File: src/design/dbm_pkg.sv
// dbm_pkg: shared types and codes for the dibit bus master
// used by dbm_front, dbm_back and dibit_bus_master; no dependencies
package dbm_pkg;

  typedef enum logic [1:0] {
    CMD_START = 2'd0,
    CMD_WRITE = 2'd1,
    CMD_READ  = 2'd2,
    CMD_NONE  = 2'd3
  } cmd_t;

  typedef enum logic [1:0] {
    ST_OK        = 2'd0,
    ST_NO_TXN    = 2'd1,
    ST_DIRECTION = 2'd2
  } status_t;

  localparam int unsigned COUNT_W = 17;

  // per-job result fields, shared by every result of the job
  typedef struct packed {
    logic               beat_valid;
    logic               beat_write;
    logic               byte_valid;
    logic [7:0]         read_byte;
    logic [COUNT_W-1:0] remaining;
    status_t            status;
  } job_info_t;

endpackage

File: src/design/dibit_bus_master.sv
// dibit_bus_master: master side of a 2-bit strobed bus
// depends on dbm_pkg, dbm_front, dbm_queue, dbm_back
//
// input channel: push/full. each transaction carries one command:
//   start (length dibits then address bytes, LENGTH_DIBITS + 4*ADDRESS_BYTES
//   beats, 21 by default), write data byte (4 beats) or read beat (1 beat).
//   misdirected or stray commands give one result with no pulse and a status.
// result channel: empty/pop, one result per bus pulse; last marks the final
//   result of each input transaction.
// taken commands go via the job queue into the back-end result register.
// throughput: one result per cycle while pop is high and a job is loaded; the
//   beat counter in the back end sets how many results a command has (1, 4 or 21).
// a two-entry job queue sits between the front end and the beat sequencer,
//   so new commands are taken while earlier beats are still being popped.
// reset clears the transaction state and the queue; no transaction is open.
// when the receiver stalls, the current result holds; once the queue fills,
//   full rises and stays high until a job is fetched by the back end.
module dibit_bus_master #(
  parameter int unsigned LENGTH_DIBITS = 5,
  parameter int unsigned ADDRESS_BYTES = 4
) (
  input  logic        clk,
  input  logic        rst,
  input  logic        push,
  output logic        full,
  input  logic [1:0]  command,
  input  logic [15:0] transfer_length,
  input  logic        write_flag,
  input  logic [31:0] address,
  input  logic [7:0]  data_byte,
  input  logic        wait_level,
  input  logic [1:0]  read_dibit,
  output logic        empty,
  input  logic        pop,
  output logic        beat_valid,
  output logic        beat_write,
  output logic [1:0]  beat_dibit,
  output logic        byte_valid,
  output logic [7:0]  read_byte,
  output logic [16:0] remaining_bytes,
  output logic [1:0]  status,
  output logic        last
);

  localparam int unsigned NBEATS = LENGTH_DIBITS + 4 * ADDRESS_BYTES;
  localparam int unsigned DW     = 2 * NBEATS;
  localparam int unsigned CW     = $clog2(NBEATS + 1);
  localparam int unsigned QW     = $bits(dbm_pkg::job_info_t) + CW + DW;

  dbm_pkg::job_info_t f_info, q_info;
  logic [CW-1:0]      f_nbeats, q_nbeats;
  logic [DW-1:0]      f_data, q_data;
  logic [QW-1:0]      q_wdata, q_rdata;
  logic               accept;
  logic               q_pop;
  logic               q_empty;

  assign accept  = push && !full;
  assign q_wdata = {f_info, f_nbeats, f_data};
  assign {q_info, q_nbeats, q_data} = q_rdata;

  dbm_front #(
    .LENGTH_DIBITS (LENGTH_DIBITS),
    .ADDRESS_BYTES (ADDRESS_BYTES),
    .NBEATS        (NBEATS),
    .DW            (DW),
    .CW            (CW)
  ) u_front (
    .clk             (clk),
    .rst             (rst),
    .accept          (accept),
    .command         (command),
    .transfer_length (transfer_length),
    .write_flag      (write_flag),
    .address         (address),
    .data_byte       (data_byte),
    .wait_level      (wait_level),
    .read_dibit      (read_dibit),
    .job_info        (f_info),
    .job_nbeats      (f_nbeats),
    .job_data        (f_data)
  );

  dbm_queue #(
    .WIDTH (QW)
  ) u_queue (
    .clk     (clk),
    .rst     (rst),
    .wr_en   (accept),
    .wr_data (q_wdata),
    .full    (full),
    .rd_en   (q_pop),
    .rd_data (q_rdata),
    .empty   (q_empty)
  );

  dbm_back #(
    .DW (DW),
    .CW (CW)
  ) u_back (
    .clk             (clk),
    .rst             (rst),
    .q_empty         (q_empty),
    .q_info          (q_info),
    .q_nbeats        (q_nbeats),
    .q_data          (q_data),
    .q_pop           (q_pop),
    .empty           (empty),
    .pop             (pop),
    .beat_valid      (beat_valid),
    .beat_write      (beat_write),
    .beat_dibit      (beat_dibit),
    .byte_valid      (byte_valid),
    .read_byte       (read_byte),
    .remaining_bytes (remaining_bytes),
    .status          (status),
    .last            (last)
  );

endmodule

File: src/design/dbm_front.sv
// dbm_front: takes input items, tracks transaction state and builds bus jobs
// depends on dbm_pkg
module dbm_front #(
  parameter int unsigned LENGTH_DIBITS = 5,
  parameter int unsigned ADDRESS_BYTES = 4,
  parameter int unsigned NBEATS        = LENGTH_DIBITS + 4 * ADDRESS_BYTES,
  parameter int unsigned DW            = 2 * NBEATS,
  parameter int unsigned CW            = $clog2(NBEATS + 1)
) (
  input  logic                clk,
  input  logic                rst,
  input  logic                accept,
  input  logic [1:0]          command,
  input  logic [15:0]         transfer_length,
  input  logic                write_flag,
  input  logic [31:0]         address,
  input  logic [7:0]          data_byte,
  input  logic                wait_level,
  input  logic [1:0]          read_dibit,
  output dbm_pkg::job_info_t  job_info,
  output logic [CW-1:0]       job_nbeats,
  output logic [DW-1:0]       job_data
);

  localparam int unsigned AW = 8 * ADDRESS_BYTES;
  localparam int unsigned LW = 2 * LENGTH_DIBITS;

  logic [dbm_pkg::COUNT_W-1:0] bytes_left, bytes_left_next;
  logic                        write_mode, write_mode_next;
  logic [7:0]                  read_shift, read_shift_next;
  logic [1:0]                  dibits_taken, dibits_taken_next;
  logic                        held_write, held_write_next;
  logic [1:0]                  held_dibit, held_dibit_next;

  logic [63:0]   addr_ext;
  logic [DW-1:0] start_vec;
  logic [7:0]    shift_in;
  logic [1:0]    taken_in;

  function automatic logic [dbm_pkg::COUNT_W-1:0] byte_count(input logic [15:0] len);
    logic [dbm_pkg::COUNT_W-1:0] r;
    if (len inside {16'd1, 16'd2, 16'd4}) begin
      r = {1'b0, len};
    end else if (len inside {16'd6, 16'd7}) begin
      r = dbm_pkg::COUNT_W'(8);
    end else begin
      r = {1'b0, len} + dbm_pkg::COUNT_W'(8);
    end
    return r;
  endfunction

  // address bytes above the fourth go out as zero
  assign addr_ext  = {32'd0, address};
  assign start_vec = {addr_ext[AW-1:0], transfer_length[LW-1:0]};
  assign shift_in  = {read_dibit, read_shift[7:2]};
  assign taken_in  = dibits_taken + 2'd1;

  always_comb begin
    bytes_left_next   = bytes_left;
    write_mode_next   = write_mode;
    read_shift_next   = read_shift;
    dibits_taken_next = dibits_taken;
    held_write_next   = held_write;
    held_dibit_next   = held_dibit;

    job_info.beat_valid = 1'b0;
    job_info.beat_write = 1'b0;
    job_info.byte_valid = 1'b0;
    job_info.read_byte  = 8'd0;
    job_info.status     = dbm_pkg::ST_OK;
    job_nbeats          = CW'(1);
    job_data            = '0;

    case (command)
      dbm_pkg::CMD_START: begin
        write_mode_next     = write_flag;
        bytes_left_next     = byte_count(transfer_length);
        read_shift_next     = 8'd0;
        dibits_taken_next   = 2'd0;
        held_write_next     = write_flag;
        held_dibit_next     = start_vec[DW-1 -: 2];
        job_info.beat_valid = 1'b1;
        job_info.beat_write = write_flag;
        job_nbeats          = CW'(NBEATS);
        job_data            = start_vec;
      end
      dbm_pkg::CMD_WRITE, dbm_pkg::CMD_READ: begin
        if (bytes_left == '0) begin
          job_info.status = dbm_pkg::ST_NO_TXN;
        end else if ((command == dbm_pkg::CMD_WRITE) != write_mode) begin
          job_info.status = dbm_pkg::ST_DIRECTION;
        end else if (command == dbm_pkg::CMD_WRITE) begin
          held_write_next     = 1'b1;
          held_dibit_next     = data_byte[7:6];
          bytes_left_next     = bytes_left - dbm_pkg::COUNT_W'(1);
          job_info.beat_valid = 1'b1;
          job_info.beat_write = 1'b1;
          job_nbeats          = CW'(4);
          job_data            = DW'(data_byte);
        end else begin
          job_info.beat_valid = 1'b1;
          job_info.beat_write = held_write;
          job_data            = DW'(held_dibit);
          if (!wait_level) begin
            dibits_taken_next = taken_in;
            read_shift_next   = shift_in;
            if (taken_in == 2'd0) begin
              job_info.byte_valid = 1'b1;
              job_info.read_byte  = shift_in;
              read_shift_next     = 8'd0;
              bytes_left_next     = bytes_left - dbm_pkg::COUNT_W'(1);
            end
          end
        end
      end
      default: begin
      end
    endcase

    job_info.remaining = bytes_left_next;
  end

  always_ff @(posedge clk) begin
    if (rst) begin
      bytes_left   <= '0;
      write_mode   <= 1'b0;
      read_shift   <= 8'd0;
      dibits_taken <= 2'd0;
      held_write   <= 1'b0;
      held_dibit   <= 2'd0;
    end else if (accept) begin
      bytes_left   <= bytes_left_next;
      write_mode   <= write_mode_next;
      read_shift   <= read_shift_next;
      dibits_taken <= dibits_taken_next;
      held_write   <= held_write_next;
      held_dibit   <= held_dibit_next;
    end
  end

  // partial byte is empty whenever no dibit is pending
  assert property (@(posedge clk) disable iff (rst)
    dibits_taken == 2'd0 |-> read_shift == 8'd0)
    else $error("read shift not clear at byte boundary");

endmodule

File: src/design/dbm_queue.sv
// dbm_queue: two-entry job queue between front and back
// no dependencies
module dbm_queue #(
  parameter int unsigned WIDTH = 8
) (
  input  logic             clk,
  input  logic             rst,
  input  logic             wr_en,
  input  logic [WIDTH-1:0] wr_data,
  output logic             full,
  input  logic             rd_en,
  output logic [WIDTH-1:0] rd_data,
  output logic             empty
);

  logic [WIDTH-1:0] entries [2];
  logic             wr_ptr;
  logic             rd_ptr;
  logic [1:0]       count;

  assign full    = count == 2'd2;
  assign empty   = count == 2'd0;
  assign rd_data = entries[rd_ptr];

  always_ff @(posedge clk) begin
    if (wr_en) begin
      entries[wr_ptr] <= wr_data;
    end
  end

  always_ff @(posedge clk) begin
    if (rst) begin
      wr_ptr <= 1'b0;
      rd_ptr <= 1'b0;
      count  <= 2'd0;
    end else begin
      if (wr_en) begin
        wr_ptr <= ~wr_ptr;
      end
      if (rd_en) begin
        rd_ptr <= ~rd_ptr;
      end
      count <= count + {1'b0, wr_en} - {1'b0, rd_en};
    end
  end

  assert property (@(posedge clk) disable iff (rst)
    !(wr_en && full) && !(rd_en && empty) && count != 2'd3)
    else $error("job queue overrun or underrun");

endmodule

File: src/design/dbm_back.sv
// dbm_back: plays queued jobs out as bus beats, one result per cycle
// while pop is high; depends on dbm_pkg
module dbm_back #(
  parameter int unsigned DW = 42,
  parameter int unsigned CW = 6
) (
  input  logic                clk,
  input  logic                rst,
  input  logic                q_empty,
  input  dbm_pkg::job_info_t  q_info,
  input  logic [CW-1:0]       q_nbeats,
  input  logic [DW-1:0]       q_data,
  output logic                q_pop,
  output logic                empty,
  input  logic                pop,
  output logic                beat_valid,
  output logic                beat_write,
  output logic [1:0]          beat_dibit,
  output logic                byte_valid,
  output logic [7:0]          read_byte,
  output logic [16:0]         remaining_bytes,
  output logic [1:0]          status,
  output logic                last
);

  logic               busy;
  dbm_pkg::job_info_t info;
  logic [CW-1:0]      cnt;
  logic [DW-1:0]      data;
  logic               taken;

  assign taken = pop && busy;
  assign q_pop = !q_empty && (!busy || (taken && last));

  assign empty           = !busy;
  assign last            = cnt == CW'(1);
  assign beat_valid      = info.beat_valid;
  assign beat_write      = info.beat_write;
  assign beat_dibit      = data[1:0];
  assign byte_valid      = info.byte_valid;
  assign read_byte       = info.read_byte;
  assign remaining_bytes = info.remaining;
  assign status          = info.status;

  always_ff @(posedge clk) begin
    if (q_pop) begin
      info <= q_info;
      data <= q_data;
    end else if (taken) begin
      data <= data >> 2;
    end
  end

  always_ff @(posedge clk) begin
    if (rst) begin
      busy <= 1'b0;
      cnt  <= '0;
    end else if (q_pop) begin
      busy <= 1'b1;
      cnt  <= q_nbeats;
    end else if (taken) begin
      busy <= !last;
      cnt  <= cnt - CW'(1);
    end
  end

  assert property (@(posedge clk) disable iff (rst)
    busy |-> cnt != '0)
    else $error("busy with no beats left");

  assert property (@(posedge clk) disable iff (rst)
    taken && !last |=> busy)
    else $error("job dropped before its last beat");

  assert property (@(posedge clk) disable iff (rst)
    busy && !pop |=> busy && $stable(cnt) && $stable(data))
    else $error("stalled result changed");

endmodule

File: config.mk
export PLATFORM = sky130hd
export DESIGN_NAME = dibit_bus_master
export DESIGN_NICKNAME = d
export VERILOG_FILES = /design/src/design/dbm_pkg.sv /design/src/design/dibit_bus_master.sv /design/src/design/dbm_front.sv /design/src/design/dbm_queue.sv /design/src/design/dbm_back.sv
export SDC_FILE = /design/constraint.sdc
export NUM_CORES = 1
export LEC_CHECK = 0
export ABC_AREA = 0
export BUFFER_PORTS_ARGS = -buffer_cell sky130_fd_sc_hd__buf_2
export CORE_MARGIN = 5
export CORE_UTILIZATION = 45
export CTS_BUF_LIST = sky130_fd_sc_hd__clkbuf_4 sky130_fd_sc_hd__clkbuf_8
export CTS_CLUSTER_SIZE = 10
export DETAILED_ROUTE_END_ITERATION = 8
export GPL_ROUTABILITY_DRIVEN = 0
export HOLD_SLACK_MARGIN = 0.06
export PLACE_DENSITY = 0.6
export SYNTH_ARGS = -nofsm -noshare
export SYNTH_HDL_FRONTEND = slang
export SYNTH_SLANG_ARGS = --single-unit
File: constraint.sdc
create_clock -name clk -period 6.4 [get_ports clk]
set_clock_uncertainty 0.2 [all_clocks]
set_input_delay 1.28 -clock clk [delete_from_list [all_inputs] [get_ports clk]]
set_output_delay 1.28 -clock clk [all_outputs]
set_load 0.005 [all_outputs]
* Word-level counts from Yosys, hierarchy flattened *
Memories as Yosys holds them, arrays and structs flattened. A register that Yosys moved wholly into a read port is not among the register bits.
Index checks and enable logic that the tools add are counted.

operators by class
  mux-type cells = 56
  add/sub/neg operators = 6
  order comparisons = 0
  $mul = 0
  equality and inequality tests = 15
  reductions and logical operators = 21
  div/mod/pow operators = 0
  bitwise operators = 2
  shift operators = 0

operators with widths
  cell                                                                    count
  42-bit two-way mux                                                      4
  17-bit two-way mux                                                      7
  42-bit one-hot mux with 2 select lines                                  1
  16-bit by 3-bit equality test with 1-bit output, second input constant  3
  8-bit two-way mux                                                       6
  9-bit two-way mux                                                       4
  17-bit one-hot mux with 2 select lines                                  1
  11-bit two-way mux                                                      2
  2-bit two-way mux                                                       10
  5-bit two-way mux                                                       4
  16-bit by 4-bit adder with 17-bit output, second input constant         1
  17-bit logical NOT                                                      1
  17-bit by 1-bit subtractor with 17-bit output, second input constant    1
  16-bit by 1-bit equality test with 1-bit output, second input constant  1
  16-bit by 2-bit equality test with 1-bit output, second input constant  1
  8-bit one-hot mux with 2 select lines                                   1
  2-bit one-hot mux with 2 select lines                                   3
  1-bit two-way mux                                                       10
  5-bit one-hot mux with 2 select lines                                   1
  2-bit inequality test, second input constant                            4
  2-bit logical NOT                                                       3
  6-bit AND reduction                                                     1
  2-bit nonzero test                                                      3
  5-bit by 1-bit equality test with 1-bit output, second input constant   1
  18 further kinds                                                        26

storage, ports and cells
  bits of input ports = 66
  flip-flop bits (word level) = 113
  bits in latches = 0
  RAM bits = 154
  ROM bits = 0
  memories kept = 1
  logic and storage cells = 119

memories
  name             depth  width  read ports  clocked after memory_dff  write ports  RTL line         RTL
  u_queue.entries  2      77     1           1                         1            dbm_queue.sv:16  logic [WIDTH-1:0] entries [2];

* Longest topological paths before layout *
  word-level depth = 8
  depth in mapped cells = 12
  depth with buffers taken out = 12

* Cells and area by module *
Synthesis repeated with hierarchy kept, for this count alone.

second synthesis, totals
  cells, all modules = 852
  area, all modules = 12111.6 µm²

modules (own cells, without submodules)
  module            area an instance (µm²)  instances  cells each  sequential area each (µm²)
  dbm_queue         5896.9                  1          261         4724.5
  dbm_back          3263.1                  1          171         2282.2
  dbm_front         2937.8                  1          419         580.6
  dibit_bus_master  13.8                    1          1           0.0

* Least setup slack after synthesis *
Ideal clock, no wire load.

  path kind = input to register
  start = input push
  end = memory u_queue.entries[0][0] (netlist name), enable pin
  stages on the path = 3
  buffers on the path = 1
  data arrival time = 4.699 ns
  setup time = 0.509 ns
  setup slack = 0.992 ns
  path through = nand2_1 clkbuf_1 nor2_1

on the way
  longest elaborated chain between the ends = 3

ends and longest elaborated chain
  element                                  RTL line                RTL
  start: declaration                       dibit_bus_master.sv:24  input logic push,
  1-bit logical AND                        dibit_bus_master.sv:58  assign accept = push && !full;
  1-bit two-way mux                        dbm_queue.sv:26         if (wr_en) begin
  1-bit two-way mux (implied by the code)  dbm_queue.sv:27         entries[wr_ptr] <= wr_data;
  end: declaration                         dbm_queue.sv:16

Every way passes these cells.

==> flow_metrics.py <==
metrics = {
    "power": {
        "p_leak_nw": 4.75,
        "total_power_w": 0.00539,
        "p_per_area_nw_per_um2": 415,
        "max-vdd-ir-drop_uv": 254,
    },
    "synthesis": {
        "synthFlopType": "edfxtp_1",
        "synthesis.nets": 943,
        "synth_cells": 863,
        "yosysWarnings": 0,
        "synth_top_cell_by_area": "edfxtp_1",
        "synth_cell_types": 62,
        "synth_area_sq_um": 11200,
        "synth_commonest_cells": "edfxtp_1, o21ai_0, nand2_1",
        "synth-async-reset-ratio_pct": 0,
        "synth_area_leaders": "edfxtp_1, dfxtp_1, mux2i_1",
        "avgSynthCellArea_sq_um": 13.0,
        "synth-seq-cells": 262,
        "synth_most_common_cell": "edfxtp_1",
        "yosysSeqAreaShare_pct": 66.5,
        "synth_top_area_share_pct": 59.4,
        "synth_edf_count": 222,
    },
    "floorplanning": {
        "die_area_sq_um": 28200,
        "die_w_microns": 168,
        "row_count": 57,
        "start_util_pct": 45.9,
        "ios": 101,
        "core_area_sq_um": 24500,
        "die_h_microns": 168,
    },
    "cells_and_area": {
        "syn2layout_area_growth_pct": 15.7,
        "ff_latch_area_sq_um": 7470,
        "antenna_cells": 0,
        "drive_above_1_share_pct": 22.8,
        "nets": 1054,
        "multi_input_area_sq_um": 3540,
        "final_cells": 1332,
        "filler_cell_count": 2110,
    },
    "drt": {
        "wl_per_cell_microns": 18.0,
        "first_pass_iters": 5,
        "drt_iter0_markers": 518,
        "dr_total_vias": 7109,
        "postRouteAntennaNets": 0,
        "post-route-drc-count": 0,
        "viasPerCell": 5.34,
        "wl_mm": 24.0,
    },
    "clocking": {
        "clock_latency_ns": 0.54,
        "root_buffer": "clkbuf_8",
        "path_clk_slew_ns": 0.06,
        "cts_setup_buffers": 0,
        "cts_buffers": 43,
        "ctsHoldBuffers": 0,
        "clockBufferDepth": 3,
        "h-tree-depth": 2,
        "cts_resized": 0,
        "tritoncts": "built",
        "clkSinkCount": 262,
    },
    "grt": {
        "track_usage_pct": 17.0,
        "grt-ovfl-total": 0,
        "grt_max_degree": 88,
        "antenna_found_initial": 0,
        "grt_pass1_vias": 7129,
        "grt_pass1_wl_mm": 38.4,
    },
    "placement": {
        "dpl.hpwl_mm": 15.0,
        "portBuffers": 100,
        "pre_cts_slack_ns": 1.68,
        "dp.cells": 1253,
    },
    "sta": {
        "rsz0062_at_grt": "no",
        "period_minus_slack_ns": 4.27,
        "relSlewSlack_pct": 29.4,
        "fmax_mhz": 234,
        "finalHoldViolCount": 0,
        "setup_viol": 0,
        "worstMarginPinSlew_ns": 1.05,
        "fin_setup_tns_ns": 0,
        "fin_crit_sh_pct": 66.6,
        "timing.final.ws_setup_ns": 2.13,
        "finalMaxSlewViolations": 0,
    },
    "job": {
        "maxCapViolations": 0,
    },
    "critical_path": {
        "crit_path_end_kind": "register",
        "reg2reg_slack_ns": 3.24,
        "required_ns": 6.58,
        "startpoint_type": "primary input",
        "crit_arrival_ns": 4.45,
        "crit_type": "in2reg",
        "crit_fanout": 12,
    },
    "status": {
        "status": "complete, no violations",
    },
    "hold_path": {
        "hold_path.class": "reg2reg",
    },
}
[registers in the layout (all words and copies together) (netlist names), 2 cells and up, named ones only]
| signal | flops |
|---|---|
| u_queue.entries | 150 |
| u_back.data | 42 |
| u_back.remaining_bytes | 17 |
| u_front.bytes_left | 17 |
| u_back.read_byte | 8 |
| u_front.read_shift | 6 |
| u_back.cnt | 5 |
| u_back.status | 2 |
| u_front.dibits_taken | 2 |
| u_front.held_dibit | 2 |
| u_queue.count | 2 |
[kinds of logic (layout without fill, tap and decap cells)]
logic type | Yosys count | after routing | share of synthesized area [%]
AOI/OAI and AO/OA | 167 | 167 | 9.19
and+or+nand+nor | 261 | 261 | 11.9
muxes | 78 | 78 | 7.29
xor gates and xnor gates | 17 | 17 | 1.33
DFF | 262 | 262 | 66.5
buffers and inverters | 64 | 209 | 2.22
adders and majority gates | 14 | 14 | 1.56
[path summary, 6_finish.rpt]
path / endpoint / depth (start not counted) / startpoint
hold / removal: u_front.dibits_taken[1] / 2 / u_front.dibits_taken[1]
hold reg to reg: u_front.dibits_taken[1] / 2 / u_front.dibits_taken[1]
setup / recovery: u_queue.entries[1][70] / 8 / command[1]
setup reg to reg: u_queue.entries[1][70] / 7 / u_front.bytes_left[0]
[layout by cell type (no fill, tap or decap), types with 30 or more instances in the layout]
cell type	instances
nand2_1	68
mux2i_1	48
mux2_2	30
buf_2	100
o21ai_0	76
edfxtp_1	222
nor2_1	61
dfxtp_1	39
clkbuf_8	48
and2_1	44
[report_power, final]
group | leakage [nW] | internal [W] | switching, W
clock network | 0.499 | 0.000912 | 0.000617
registers | 2.48 | 0.00244 | 0.000148
logic | 1.77 | 0.000474 | 0.000801
[layout make-up]
class / instances / share of cell area [%]
Sequential cell: 262 / 57.5
Inverter: 22 / 0.635
Tap cell: 324 / 3.12
Clock inverter: 6 / 0.597
Clock buffer: 73 / 6.53
Timing Repair Buffer: 108 / 4.41
Multi-Input combinational cell: 537 / 27.2
[routing by layer]
layer / GRT usage, % / wire [microns]
met1: 24.4 / 11100
met2: 26.3 / 11000
met3: 3.61 / 1450
met4: 4.62 / 410
met5: 0 / 0
[metrics by stage]
stage | utilization, % | hold WS, ns | instance area, sq um
finish | 53.1 | 0.263 | 13000
global placement | 49.3 | 0.247 | 12100
floorplan | - | 0.240 | 11200
CTS | 53.1 | 0.263 | 13000
detailed placement | 49.3 | 0.255 | 12100
global route | 53.1 | 0.292 | 13000
[critical path, cell delays in order]
cell,delay [ns]
buf_2,0.12
inv_1,0.11
ha_1,0.54
ha_1,0.43
a41oi_2,0.52
nand2_1,0.28
nor3_1,0.89
and2_1,0.27
(Power assumes the default switching activity.)
